`src/hdl/jad_pkg.sv`:
```
// Shared types, constants and the word decode function for the joystick
// autorange direction block. No dependencies.
`timescale 1ns / 1ps

package jad_pkg;

    localparam int SAMPLE_BITS = 12;
    localparam int WORD_W      = 16;
    localparam int POS_SHIFT   = WORD_W - SAMPLE_BITS;
    localparam int OUT_POS_W   = 12;
    localparam int THRESH_W    = 10;
    localparam int STEP_W      = 7;
    localparam int VOL_W       = 7;
    localparam int PAGE_W      = 2;
    localparam int ADDR_W      = 4;
    localparam int DATA_W      = 32;
    // 2023 * (2^SAMPLE_BITS - 1) stays below 2^(SAMPLE_BITS + 11), plus sign
    localparam int PROD_W      = SAMPLE_BITS + 12;
    localparam int LHS_SCALE   = 2000;
    localparam int UNIT_SCALE  = 1000;

    localparam logic [THRESH_W-1:0]    THRESH_RESET = THRESH_W'(700);
    localparam logic [STEP_W-1:0]      STEP_RESET   = STEP_W'(5);
    localparam logic [VOL_W-1:0]       LIMIT_RESET  = VOL_W'(100);
    localparam logic [VOL_W-1:0]       VOLUME_RESET = VOL_W'(50);
    localparam logic [PAGE_W-1:0]      PAGE_RESET   = PAGE_W'(1);
    localparam logic [SAMPLE_BITS-1:0] X_LOW_RESET  = SAMPLE_BITS'(18);
    localparam logic [SAMPLE_BITS-1:0] X_HIGH_RESET = SAMPLE_BITS'(1644);
    localparam logic [SAMPLE_BITS-1:0] Y_LOW_RESET  = SAMPLE_BITS'(8);
    localparam logic [SAMPLE_BITS-1:0] Y_HIGH_RESET = SAMPLE_BITS'(1635);

    typedef logic [SAMPLE_BITS-1:0] sample_t;
    typedef logic [WORD_W-1:0]      word_t;
    typedef logic [THRESH_W-1:0]    thresh_t;
    typedef logic [STEP_W-1:0]      step_t;
    typedef logic [VOL_W-1:0]       volume_t;
    typedef logic [PAGE_W-1:0]      page_t;
    typedef logic [OUT_POS_W-1:0]   out_pos_t;
    typedef logic [ADDR_W-1:0]      addr_t;
    typedef logic [DATA_W-1:0]      data_t;

    typedef enum logic [2:0] {
        DIR_CENTER = 3'd0,
        DIR_RIGHT  = 3'd1,
        DIR_LEFT   = 3'd2,
        DIR_UP     = 3'd3,
        DIR_DOWN   = 3'd4
    } dir_t;

    typedef enum logic [1:0] {
        SENSE_MID  = 2'd0,
        SENSE_HIGH = 2'd1,
        SENSE_LOW  = 2'd2
    } sense_t;

    typedef enum logic [1:0] {
        REG_THRESHOLD = 2'd0,
        REG_STEP      = 2'd1,
        REG_LIMIT     = 2'd2
    } reg_index_t;

    typedef struct packed {
        sample_t low;
        sample_t high;
        sense_t  sense;
    } axis_result_t;

    // bus word arrives byte swapped; top SAMPLE_BITS bits are the position
    function automatic sample_t decode_word(input word_t w);
        word_t sw;
        sw = {w[7:0], w[15:8]};
        return sw[WORD_W-1:POS_SHIFT];
    endfunction

endpackage

```
`src/hdl/jad_axis_classify.sv`:
```
// One axis: widens the tracked range with the new position and classifies
// the deflection against the threshold. Depends on jad_pkg.
`timescale 1ns / 1ps

module jad_axis_classify (
    input  jad_pkg::sample_t      pos,
    input  jad_pkg::sample_t      low,
    input  jad_pkg::sample_t      high,
    input  jad_pkg::thresh_t      threshold,
    output jad_pkg::axis_result_t result
);
    import jad_pkg::*;

    sample_t                   low_w;
    sample_t                   high_w;
    logic signed [PROD_W-1:0]  q_s;
    logic signed [PROD_W-1:0]  d_s;
    logic signed [PROD_W-1:0]  t_s;
    logic signed [PROD_W-1:0]  lhs;
    logic signed [PROD_W-1:0]  rhs_high;
    logic signed [PROD_W-1:0]  rhs_low;

    always_comb begin
        low_w    = (pos < low)  ? pos : low;
        high_w   = (pos > high) ? pos : high;
        q_s      = signed'(PROD_W'(pos - low_w));
        d_s      = signed'(PROD_W'(high_w - low_w));
        t_s      = signed'(PROD_W'(threshold));
        lhs      = PROD_W'(LHS_SCALE) * q_s;
        rhs_high = (PROD_W'(UNIT_SCALE) + t_s) * d_s;
        rhs_low  = (PROD_W'(UNIT_SCALE) - t_s) * d_s;

        result.low  = low_w;
        result.high = high_w;
        if (lhs > rhs_high) begin
            result.sense = SENSE_HIGH;
        end else if (lhs < rhs_low) begin
            result.sense = SENSE_LOW;
        end else begin
            result.sense = SENSE_MID;
        end
    end

endmodule

```
`src/hdl/joystick_autorange_direction.sv`:
```
// Top level: APB register file, input register, classification of both axes,
// volume and page update, result register. Depends on jad_pkg, jad_axis_classify.
//
//   channel  direction  handshake        payload
//   s_       in         s_valid/s_ready  kind, raw_x_word, raw_y_word
//   m_       out        m_valid/m_ready  direction, volume_level, page, x_pos, y_pos
//   apb      in/out     psel/penable     paddr, pwdata, prdata (pready tied high)
//
// One request per cycle sustained while m_ready holds; m_valid rises after the input
// and result registers. The range and volume update is a loop through the two axis
// multipliers and the compare, closed by the range and volume registers. Reset is
// synchronous, active low, and restores the reset ranges, volume and page. A stalled
// result holds while one more request can still be taken into the input register.
`timescale 1ns / 1ps

module joystick_autorange_direction (
    input  logic              aclk,
    input  logic              aresetn,
    input  logic              psel,
    input  logic              penable,
    input  logic              pwrite,
    input  jad_pkg::addr_t    paddr,
    input  jad_pkg::data_t    pwdata,
    output jad_pkg::data_t    prdata,
    output logic              pready,
    input  logic              s_valid,
    output logic              s_ready,
    input  logic              s_kind,
    input  jad_pkg::word_t    s_raw_x_word,
    input  jad_pkg::word_t    s_raw_y_word,
    output logic              m_valid,
    input  logic              m_ready,
    output logic [2:0]        m_direction,
    output jad_pkg::volume_t  m_volume_level,
    output jad_pkg::page_t    m_page,
    output jad_pkg::out_pos_t m_x_pos,
    output jad_pkg::out_pos_t m_y_pos
);
    import jad_pkg::*;

    thresh_t    threshold_reg;
    step_t      step_reg;
    volume_t    limit_reg;
    reg_index_t reg_index;
    logic       cfg_write;

    logic       in_valid_reg;
    logic       in_kind_reg;
    word_t      in_x_word_reg;
    word_t      in_y_word_reg;

    logic       out_valid_reg;
    dir_t       out_dir_reg;
    volume_t    out_volume_reg;
    page_t      out_page_reg;
    out_pos_t   out_x_reg;
    out_pos_t   out_y_reg;

    sample_t    x_low_reg, x_high_reg, y_low_reg, y_high_reg;
    sample_t    x_low_next, x_high_next, y_low_next, y_high_next;
    volume_t    volume_reg, volume_next;
    page_t      page_reg, page_next;
    dir_t       dir_next;
    out_pos_t   x_out_next, y_out_next;

    sample_t      x_pos, y_pos;
    axis_result_t x_res, y_res;
    logic [VOL_W:0] vol_sum;
    logic       out_load;
    logic       in_load;

    // ---------------- APB ----------------
    assign pready    = 1'b1;
    assign reg_index = reg_index_t'(paddr[3:2]);
    assign cfg_write = psel && penable && pwrite && pready;

    always_comb begin
        unique case (reg_index)
            REG_THRESHOLD: prdata = DATA_W'(threshold_reg);
            REG_STEP:      prdata = DATA_W'(step_reg);
            REG_LIMIT:     prdata = DATA_W'(limit_reg);
            default:       prdata = '0;
        endcase
    end

    always_ff @(posedge aclk) begin
        if (!aresetn) begin
            threshold_reg <= THRESH_RESET;
            step_reg      <= STEP_RESET;
            limit_reg     <= LIMIT_RESET;
        end else if (cfg_write) begin
            unique case (reg_index)
                REG_THRESHOLD: threshold_reg <= pwdata[THRESH_W-1:0];
                REG_STEP:      step_reg      <= pwdata[STEP_W-1:0];
                REG_LIMIT:     limit_reg     <= pwdata[VOL_W-1:0];
                default:       ;
            endcase
        end
    end

    // ---------------- handshake ----------------
    assign out_load = in_valid_reg && (!out_valid_reg || m_ready);
    assign s_ready  = !in_valid_reg || out_load;
    assign in_load  = s_valid && s_ready;

    always_ff @(posedge aclk) begin
        if (!aresetn) begin
            in_valid_reg  <= 1'b0;
            out_valid_reg <= 1'b0;
        end else begin
            if (in_load) begin
                in_valid_reg <= 1'b1;
            end else if (out_load) begin
                in_valid_reg <= 1'b0;
            end
            if (out_load) begin
                out_valid_reg <= 1'b1;
            end else if (m_ready) begin
                out_valid_reg <= 1'b0;
            end
        end
    end

    always_ff @(posedge aclk) begin
        if (in_load) begin
            in_kind_reg   <= s_kind;
            in_x_word_reg <= s_raw_x_word;
            in_y_word_reg <= s_raw_y_word;
        end
        if (out_load) begin
            out_dir_reg    <= dir_next;
            out_volume_reg <= volume_next;
            out_page_reg   <= page_next;
            out_x_reg      <= x_out_next;
            out_y_reg      <= y_out_next;
        end
    end

    // ---------------- datapath ----------------
    assign x_pos = decode_word(in_x_word_reg);
    assign y_pos = decode_word(in_y_word_reg);

    jad_axis_classify u_x_axis (
        .pos       (x_pos),
        .low       (x_low_reg),
        .high      (x_high_reg),
        .threshold (threshold_reg),
        .result    (x_res)
    );

    jad_axis_classify u_y_axis (
        .pos       (y_pos),
        .low       (y_low_reg),
        .high      (y_high_reg),
        .threshold (threshold_reg),
        .result    (y_res)
    );

    assign vol_sum = {1'b0, volume_reg} + {1'b0, step_reg};

    always_comb begin
        dir_next    = DIR_CENTER;
        volume_next = volume_reg;
        page_next   = page_reg;
        x_low_next  = x_low_reg;
        x_high_next = x_high_reg;
        y_low_next  = y_low_reg;
        y_high_next = y_high_reg;
        x_out_next  = '0;
        y_out_next  = '0;
        if (in_kind_reg) begin
            case (page_reg)
                2'd1:    page_next = 2'd2;
                2'd2:    page_next = 2'd3;
                default: page_next = 2'd1;
            endcase
        end else begin
            x_low_next  = x_res.low;
            x_high_next = x_res.high;
            y_low_next  = y_res.low;
            y_high_next = y_res.high;
            x_out_next  = OUT_POS_W'(x_pos);
            y_out_next  = OUT_POS_W'(y_pos);
            // Y is inverted: low deflection means up
            if (x_res.sense == SENSE_HIGH) begin
                dir_next = DIR_RIGHT;
            end else if (x_res.sense == SENSE_LOW) begin
                dir_next = DIR_LEFT;
            end else if (y_res.sense == SENSE_LOW) begin
                dir_next = DIR_UP;
            end else if (y_res.sense == SENSE_HIGH) begin
                dir_next = DIR_DOWN;
            end
            if (dir_next == DIR_UP) begin
                if (vol_sum <= {1'b0, limit_reg}) begin
                    volume_next = vol_sum[VOL_W-1:0];
                end
            end else if (dir_next == DIR_DOWN) begin
                if (volume_reg >= step_reg) begin
                    volume_next = volume_reg - step_reg;
                end
            end
        end
    end

    always_ff @(posedge aclk) begin
        if (!aresetn) begin
            x_low_reg  <= X_LOW_RESET;
            x_high_reg <= X_HIGH_RESET;
            y_low_reg  <= Y_LOW_RESET;
            y_high_reg <= Y_HIGH_RESET;
            volume_reg <= VOLUME_RESET;
            page_reg   <= PAGE_RESET;
        end else if (out_load) begin
            x_low_reg  <= x_low_next;
            x_high_reg <= x_high_next;
            y_low_reg  <= y_low_next;
            y_high_reg <= y_high_next;
            volume_reg <= volume_next;
            page_reg   <= page_next;
        end
    end

    assign m_valid        = out_valid_reg;
    assign m_direction    = out_dir_reg;
    assign m_volume_level = out_volume_reg;
    assign m_page         = out_page_reg;
    assign m_x_pos        = out_x_reg;
    assign m_y_pos        = out_y_reg;

    // ---------------- assertions ----------------
    a_x_range: assert property (@(posedge aclk) disable iff (!aresetn)
        x_low_reg <= x_high_reg)
        else $error("x range inverted");

    a_y_range: assert property (@(posedge aclk) disable iff (!aresetn)
        y_low_reg <= y_high_reg)
        else $error("y range inverted");

    a_page_nonzero: assert property (@(posedge aclk) disable iff (!aresetn)
        page_reg != 2'd0)
        else $error("page register is zero");

    a_button_center: assert property (@(posedge aclk) disable iff (!aresetn)
        out_load && in_kind_reg |=> m_valid && m_direction == DIR_CENTER
            && m_x_pos == '0 && m_y_pos == '0)
        else $error("button request gave a direction or position");

    a_ready_when_empty: assert property (@(posedge aclk) disable iff (!aresetn)
        !s_ready |-> in_valid_reg && out_valid_reg && !m_ready)
        else $error("input stalled without a full pipeline");

endmodule
```
`config.mk`:
```
export PLATFORM = sky130hd
export DESIGN_NAME = joystick_autorange_direction
export DESIGN_NICKNAME = d
export VERILOG_FILES = /design/src/hdl/jad_pkg.sv /design/src/hdl/jad_axis_classify.sv /design/src/hdl/joystick_autorange_direction.sv
export SDC_FILE = /design/constraint.sdc
export NUM_CORES = 2
export LEC_CHECK = 0
export BUFFER_PORTS_ARGS = -buffer_cell sky130_fd_sc_hd__buf_2
export CAP_MARGIN = 20
export CELL_PAD_IN_SITES_DETAIL_PLACEMENT = 0
export CELL_PAD_IN_SITES_GLOBAL_PLACEMENT = 1
export CORE_UTILIZATION = 51
export DETAILED_ROUTE_END_ITERATION = 12
export PLACE_DENSITY = 0.81
export SYNTH_ARGS = -nofsm -noshare
export SYNTH_HDL_FRONTEND = slang
export SYNTH_SLANG_ARGS = --single-unit
```
`constraint.sdc`:
```
create_clock -name aclk -period 15.05 [get_ports aclk]
set_clock_uncertainty 0.1 [all_clocks]
set_input_delay 0.7525 -clock aclk [delete_from_list [all_inputs] [get_ports aclk]]
set_output_delay 0.7525 -clock aclk [all_outputs]
set_load 0.01 [all_outputs]
```
# After elaboration in Yosys (flattened, before gate mapping)
# Cells that the tools add are included.
# word_totals
elab_cells	94
ff_bits	152
# op_classes
bitwise_logic	1
n_lt_le_gt_ge	10
n_mul	6
n_eq_ne	10
reduce_logical	15
mux	25
addsub	8
# ops
cell	n
24-bit by 24-bit multiplier with 24-bit output	4
12-bit by 12-bit subtractor with 13-bit output	4
24-bit > comparator	2
24-bit < comparator	2
8-bit by 24-bit multiplier with 20-bit output, first input constant	2
12-bit two-way mux	4
7-bit two-way mux	5
10-bit one-hot mux with 3 select lines	1
12-bit > comparator	2
12-bit < comparator	2
3-bit two-way mux	5
10-bit by 10-bit adder with 11-bit output, first input constant	1
10-bit by 10-bit subtractor with 11-bit output, first input constant	1
2-bit two-way mux	5
7-bit by 7-bit adder with 8-bit output	1
2-bit by 1-bit == test with 1-bit output, second input constant	4
2-bit == test, second input constant	4
8-bit by 7-bit <= comparator with 1-bit output	1
2-bit AND reduction	4
7-bit greater-or-equal comparator	1
7-bit subtractor	1
1-bit logical AND	4
1-bit two-way mux	4
2-bit one-hot mux with 2 select lines	1
7 further kinds	10

# Longest topological paths before layout
# depth
depth_word	17
ltp_mapped	54
ltp_nobuf	53

# Hierarchy
# A second synthesis with hierarchy kept.
# hier_totals
cells_unflattened	4493
hier_area_um2	38760.9
# by_module_without_submodules
mod	cells_each	instances	area_per_inst_um2	seq_area_each_um2
jad_axis_classify (u_x_axis)	1918	1	16198.0	0.0
jad_axis_classify (u_y_axis)	1893	1	15989.1	0.0
joystick_autorange_direction	682	1	6573.8	3493.4

# Worst setup path before layout
# Ideal clock, no wire load.
# synth_path
path_type	register to register
start	register in_y_word_reg[13]
end	register out_volume_reg[3] (netlist: m_volume_level[3]) (data pin)
path_buffers	2
arrival_ns	11.961
path_slack_ns	2.729
stages_incl_launch_ff	51
period_less_slack_ns	12.321
cell_sequence	edfxtp_1 -> ha_1 -> a21o_1 -> a21o_1 -> a21o_1 -> a21o_1 -> a21o_1 -> a211oi_1 -> o21ai_0 -> a21oi_1 -> buf_2 -> mux2i_1 -> fa_1 -> a21o_1 -> a21oi_1 -> o21ai_0 -> a21oi_1 -> o21ai_0 -> [15 not listed] -> and3_1 -> nand3_1 -> o21ai_0 -> a211oi_1 -> o41ai_1 -> a21oi_1 -> xnor2_1 -> ha_1 -> nand4_1 -> nor3_1 -> and3_1 -> a21oi_1 -> or2_2 -> a32oi_1 -> nand3_1 -> nand2_1 -> o221ai_1 -> mux2_2
# synth_between
elab_chain_cells	17
word_cells_on_any_way	25
cone_classes	2 x add/sub; 3 x mul; 4 x order compare; 4 x eq/ne; 12 x mux
# synth_rtl
element	line_no	text
from (decl)	joystick_autorange_direction.sv:50	word_t in_y_word_reg;
from (signal assigned)	joystick_autorange_direction.sv:128	in_y_word_reg <= s_raw_y_word;
12-bit < comparator or 12-bit > comparator (tied branches)	jad_axis_classify.sv:24, jad_axis_classify.sv:25	
12-bit two-way mux (on tied branches)	jad_axis_classify.sv:24, jad_axis_classify.sv:25	
12-bit by 12-bit subtractor with 13-bit output (on tied branches)	jad_axis_classify.sv:26, jad_axis_classify.sv:27	
8-bit by 24-bit multiplier with 20-bit output or 24-bit by 24-bit multiplier with 24-bit output (tied branches)	jad_axis_classify.sv:29, jad_axis_classify.sv:31	
24-bit < comparator	jad_axis_classify.sv:37	end else if (lhs < rhs_low) begin
2-bit two-way mux	jad_axis_classify.sv:37	
2-bit two-way mux (*)	jad_axis_classify.sv:35	if (lhs > rhs_high) begin
2-bit by 1-bit == test with 1-bit output	joystick_autorange_direction.sv:191	end else if (y_res.sense == SENSE_HIGH) begin
[2 not listed]	n/a	
3-bit two-way mux (*)	joystick_autorange_direction.sv:187	end else if (x_res.sense == SENSE_LOW) begin
3-bit two-way mux (*)	joystick_autorange_direction.sv:185	if (x_res.sense == SENSE_HIGH) begin
3-bit two-way mux (*)	joystick_autorange_direction.sv:171	if (in_kind_reg) begin
3-bit == test	joystick_autorange_direction.sv:198	end else if (dir_next == DIR_DOWN) begin
7-bit two-way mux	joystick_autorange_direction.sv:198	
7-bit two-way mux (*)	joystick_autorange_direction.sv:194	if (dir_next == DIR_UP) begin
7-bit two-way mux (*)	joystick_autorange_direction.sv:171	
net volume_next[3]	joystick_autorange_direction.sv:61	volume_t volume_reg, volume_next;
to (signal assigned)	joystick_autorange_direction.sv:132	out_volume_reg <= volume_next;
to (decl)	joystick_autorange_direction.sv:54	volume_t out_volume_reg;
# The timed path passes the listed nets; every way through them passes the cells marked *. The select of a mux whose other input is x is not followed.
# A chain may end at the register's enable or synchronous reset.

# Worst setup path after layout
# layout_path
start	register in_y_word_reg[13]
end	register out_volume_reg[3] (netlist: m_volume_level[3]) (data pin)
# layout_between
elab_chain_cells	17
word_cells_on_any_way	25
cone_classes	2 x add/sub; 3 x mul; 4 x order compare; 4 x eq/ne; 12 x mux
# layout_rtl
element	line_no	text
12-bit < comparator (*)	jad_axis_classify.sv:24	low_w = (pos < low) ? pos : low;
12-bit two-way mux (*)	jad_axis_classify.sv:24	
net u_y_axis.low_w[0]	jad_axis_classify.sv:14	sample_t low_w;
12-bit by 12-bit subtractor with 13-bit output (on tied branches)	jad_axis_classify.sv:26, jad_axis_classify.sv:27	
8-bit by 24-bit multiplier with 20-bit output or 24-bit by 24-bit multiplier with 24-bit output (tied branches)	jad_axis_classify.sv:29, jad_axis_classify.sv:31	
24-bit < comparator	jad_axis_classify.sv:37	
2-bit two-way mux	jad_axis_classify.sv:37	
2-bit two-way mux (*)	jad_axis_classify.sv:35	
[3 not listed]	n/a	
3-bit two-way mux (*)	joystick_autorange_direction.sv:187	
3-bit two-way mux (*)	joystick_autorange_direction.sv:185	
3-bit two-way mux (*)	joystick_autorange_direction.sv:171	
3-bit == test	joystick_autorange_direction.sv:198	
7-bit two-way mux	joystick_autorange_direction.sv:198	
7-bit two-way mux (*)	joystick_autorange_direction.sv:194	
7-bit two-way mux (*)	joystick_autorange_direction.sv:171	
net volume_next[3]	joystick_autorange_direction.sv:61	
# Marked as above.

==> qor.csv <==
stage,metric,value,unit
detailed_routing,initial drt markers,1932,
global_route,global-route wire length before repair,159,mm
synth,Mean Syn Cell Area,8.70,um^2
timing,Tcrit/Tclk final,92.8,%
timing,Fin Setup TNS,0,ps
setup_path,family with the most delay on the worst path,compound AO/OA/AOI/OAI gates,
global_route,largest net degree at the start of global routing,52,
placed_design,dpl hpwl,79.3,mm
setup_path,Crit path buffers/inverters,6,
clock_tree,clock sink count,144,
placed_design,GP Congestion,0.882,
die,I/O pin total,147,
setup_path,crit path DAT,14050,ps
min_path,Min-Delay Path Class,flop to flop,
clock_tree,Max Buffers Root-to-Sink,2,
synth,async set or reset register ratio after synthesis,0,%
setup_path,Worst setup SP type,flop,
setup_path,Crit path required time,15140,ps
detailed_routing,Final ANT Viol Nets,0,
setup_path,CP startpoint,in_y_word_reg[13],
clock_tree,Clock Latency Late Sink,440,ps
final_layout,Seq. cell area,3490,um^2
clock_tree,Clock transition at path regs,70,ps
synth,"Top FF cell, synth",dfxtp_1,
clock_tree,setup bufs post-CTS,0,
setup_path,R2R Path Start,in_y_word_reg[13],
final_layout,share of layout cells above drive strength 1,6.09,%
synth,yosys warns,0,
synth,gate count of the mapped netlist,4444,
timing,final number of max-transition violations,0,
detailed_routing,Routed wire per std cell,17.6,um
setup_path,Worst R2R End,m_volume_level[3],
final_layout,Area Overhead vs Synth,5.97,%
setup_path,Crit path largest cell delay,560,ps
min_path,worst hold path endpoint,x_high_reg[8],
clock_tree,Inserted Clock Buffers,17,
clock_tree,clk root buf,clkbuf_16,
timing,RSZ-0062 raised after global routing,false,
setup_path,Crit. End Element,flop,
detailed_routing,First-pass DRT Iterations,5,
die,CORE AREA,74700,um^2
timing,Final Hold Vio Count,0,
timing,slew margin rel.,18.1,%
timing,minimum clock period,13970,ps
synth,cell area after synthesis,38600,um^2
die,die area,76900,um^2
synth,ranking of synthesized cells by area,"fa_1 33%, ha_1 16%, inv_1 9.7%, edfxtp_1 4.7%, dfxtp_1 4.3%",
detailed_routing,post-DR vias/cell,5.43,
placed_design,placed cell count,5435,
setup_path,worst-path maximum fanout,16,
final_layout,Ant. Diodes,0,
min_path,Worst Hold Path Cells,2,
clock_tree,hold_buf cts,0,
final_layout,Multi-input gate area,30900,um^2
synth,register area share after synthesis,9.04,%
synth,post-synth cell types,85,
detailed_routing,drt drc,0,
global_route,vias in the first global route,29900,
final_layout,fin area,41000,um^2
die,width of the die,277,um
timing,PnR worst setup slack,1080,ps
timing,final setup vio count,0,
synth,Post-synth EDFFs,61,
setup_path,"most used cell, CP",a21oi_1,
timing,Slew @ Worst Pin,1210,ps
detailed_routing,total wire length,96.5,mm
clock_tree,CTS resizes,0,
clock_tree,H-tree depth,4,
synth,Synth area leader,fa_1,
final_layout,final cell count without fillers,5468,
setup_path,R2R setup slack,1080,ps
global_route,initial antenna violation count,0,
placed_design,dpl cell area,40300,um^2
die,die height,277,um
final_layout,Final Net Count,5694,
global_route,Global Route Usage Sum,26.0,%
placed_design,pre-CTS WS,1220,ps
min_path,hold path startpoint,x_high_reg[8],
synth,Synth top area share,32.7,%
flow_run,max cap viols,0,
placed_design,PortBufs,91,
setup_path,crit path kind,flop to flop,
timing,Highest Clock Rate,71.6,MHz
setup_path,slowest CP cell,a21oi_1,
clock_tree,CTS tree,built,
die,initial core utilization,51.7,%
detailed_routing,total vias in the final route,29700,
final_layout,filler instances,7003,
synth,"FF+latch count, synth",144,
global_route,total congestion overflow,0,
die,FP Rows,100,
setup_path,R2R cell count,52,
run_status,status,completed,
[logic make-up after synthesis]
kind of cell,Yosys count,share of synthesized area [%]
flops,144,9.04
mux,92,2.47
buf+inv,1167,11.6
xor+xnor,199,4.51
compound gates,556,9.66
fa+ha+maj,1134,49.0
other cells,2,0.0194
simple gates,1150,13.7
[per-layer routing]
layer	vias up	wire [um]	global-route usage, %
met5	-	0	0
met4	0	1710	5.19
met3	99	5480	2.39
met2	812	43600	41.7
met1	14700	45600	38.3
li1	14000	-	-
[worst max path at each step]
stage / endpoint / slack (ps) / cells past startpoint
floorplan: m_volume_level[3] / 2730 / 50
detailed placement: m_volume_level[3] / 1220 / 52
global placement: m_volume_level[3] / 1300 / 52
CTS: m_volume_level[3] / 1130 / 52
global route: m_volume_level[6] / 260 / 49
finish: m_volume_level[3] / 1080 / 52
[per-stage QoR]
| stage | hold slack (ps) | util, % |
|---|---|---|
| global placement | 343 | 54.0 |
| detailed placement | 347 | 54.0 |
| floorplan | 336 | - |
| finish | 355 | 54.8 |
| CTS | 357 | 54.8 |
| global route | 369 | 54.8 |
[synthesized netlist by cell type (18+ instances only)]
cell type  count
dfxtp_1       83
xnor2_1      137
xor2_1        62
o21a_1        18
nand2_1      433
nand2b_1      39
o21ai_0       91
and3_1        48
mux2_2        26
a211oi_1      35
nor3_1        55
a21oi_1      161
clkbuf_1     123
inv_1        994
ha_1         501
nor2_1       264
nand3_1      102
buf_4         25
fa_1         631
mux2i_1       66
o21bai_1      23
a21o_1        62
edfxtp_1      61
nor2b_1       57
nand4_1       19
o211ai_1      31
and2_1        85
[placed cells by master, fill, tap and decap left out, types with 7 or more instances in the layout]
master	count
xnor2_1	128
nand3_1	102
a211o_1	13
nor3b_1	7
a21oi_1	161
conb_1	25
a31oi_1	7
dfxtp_1	83
and2_1	85
nor3_1	55
nand2_1	433
o31ai_1	8
a21boi_0	15
mux2_2	26
and3_1	48
or2_2	10
o21a_1	18
or3_1	12
o21bai_1	23
o211ai_1	31
o21ai_0	91
nor2_1	262
xnor2_2	8
mux2i_1	66
inv_1	994
a21o_1	62
clkbuf_16	17
edfxtp_1	61
a2111oi_0	8
nor2b_1	57
buf_4	79
nand4_1	19
xor2_1	62
a211oi_1	34
buf_2	91
nand2b_1	39
fa_1	631
ha_1	501
[worst register-to-register path: cells and delay by family (launching register included)]
family / cells / cell delay [ps]
muxes: 2 / 600
and+or+nand+nor: 9 / 2000
adders and majority gates: 10 / 4160
buffers and inverters: 6 / 690
xor gates and xnor gates: 2 / 320
DFF: 1 / 550
AOI/OAI and AO/OA: 23 / 5260
[cell type report]
type / count / share of cell area [%]
flip-flops and latches: 144 / 8.53
inverters: 996 / 9.13
well taps: 969 / 2.96
clock buffers: 18 / 1.05
clock inverters: 14 / 0.412
multi-input cells: 3156 / 75.3
repair buffers: 171 / 2.59
Power is left out: the tool's default activity adds up to more than one toggle a clock period on the data nets, which glitch-free logic cannot reach.
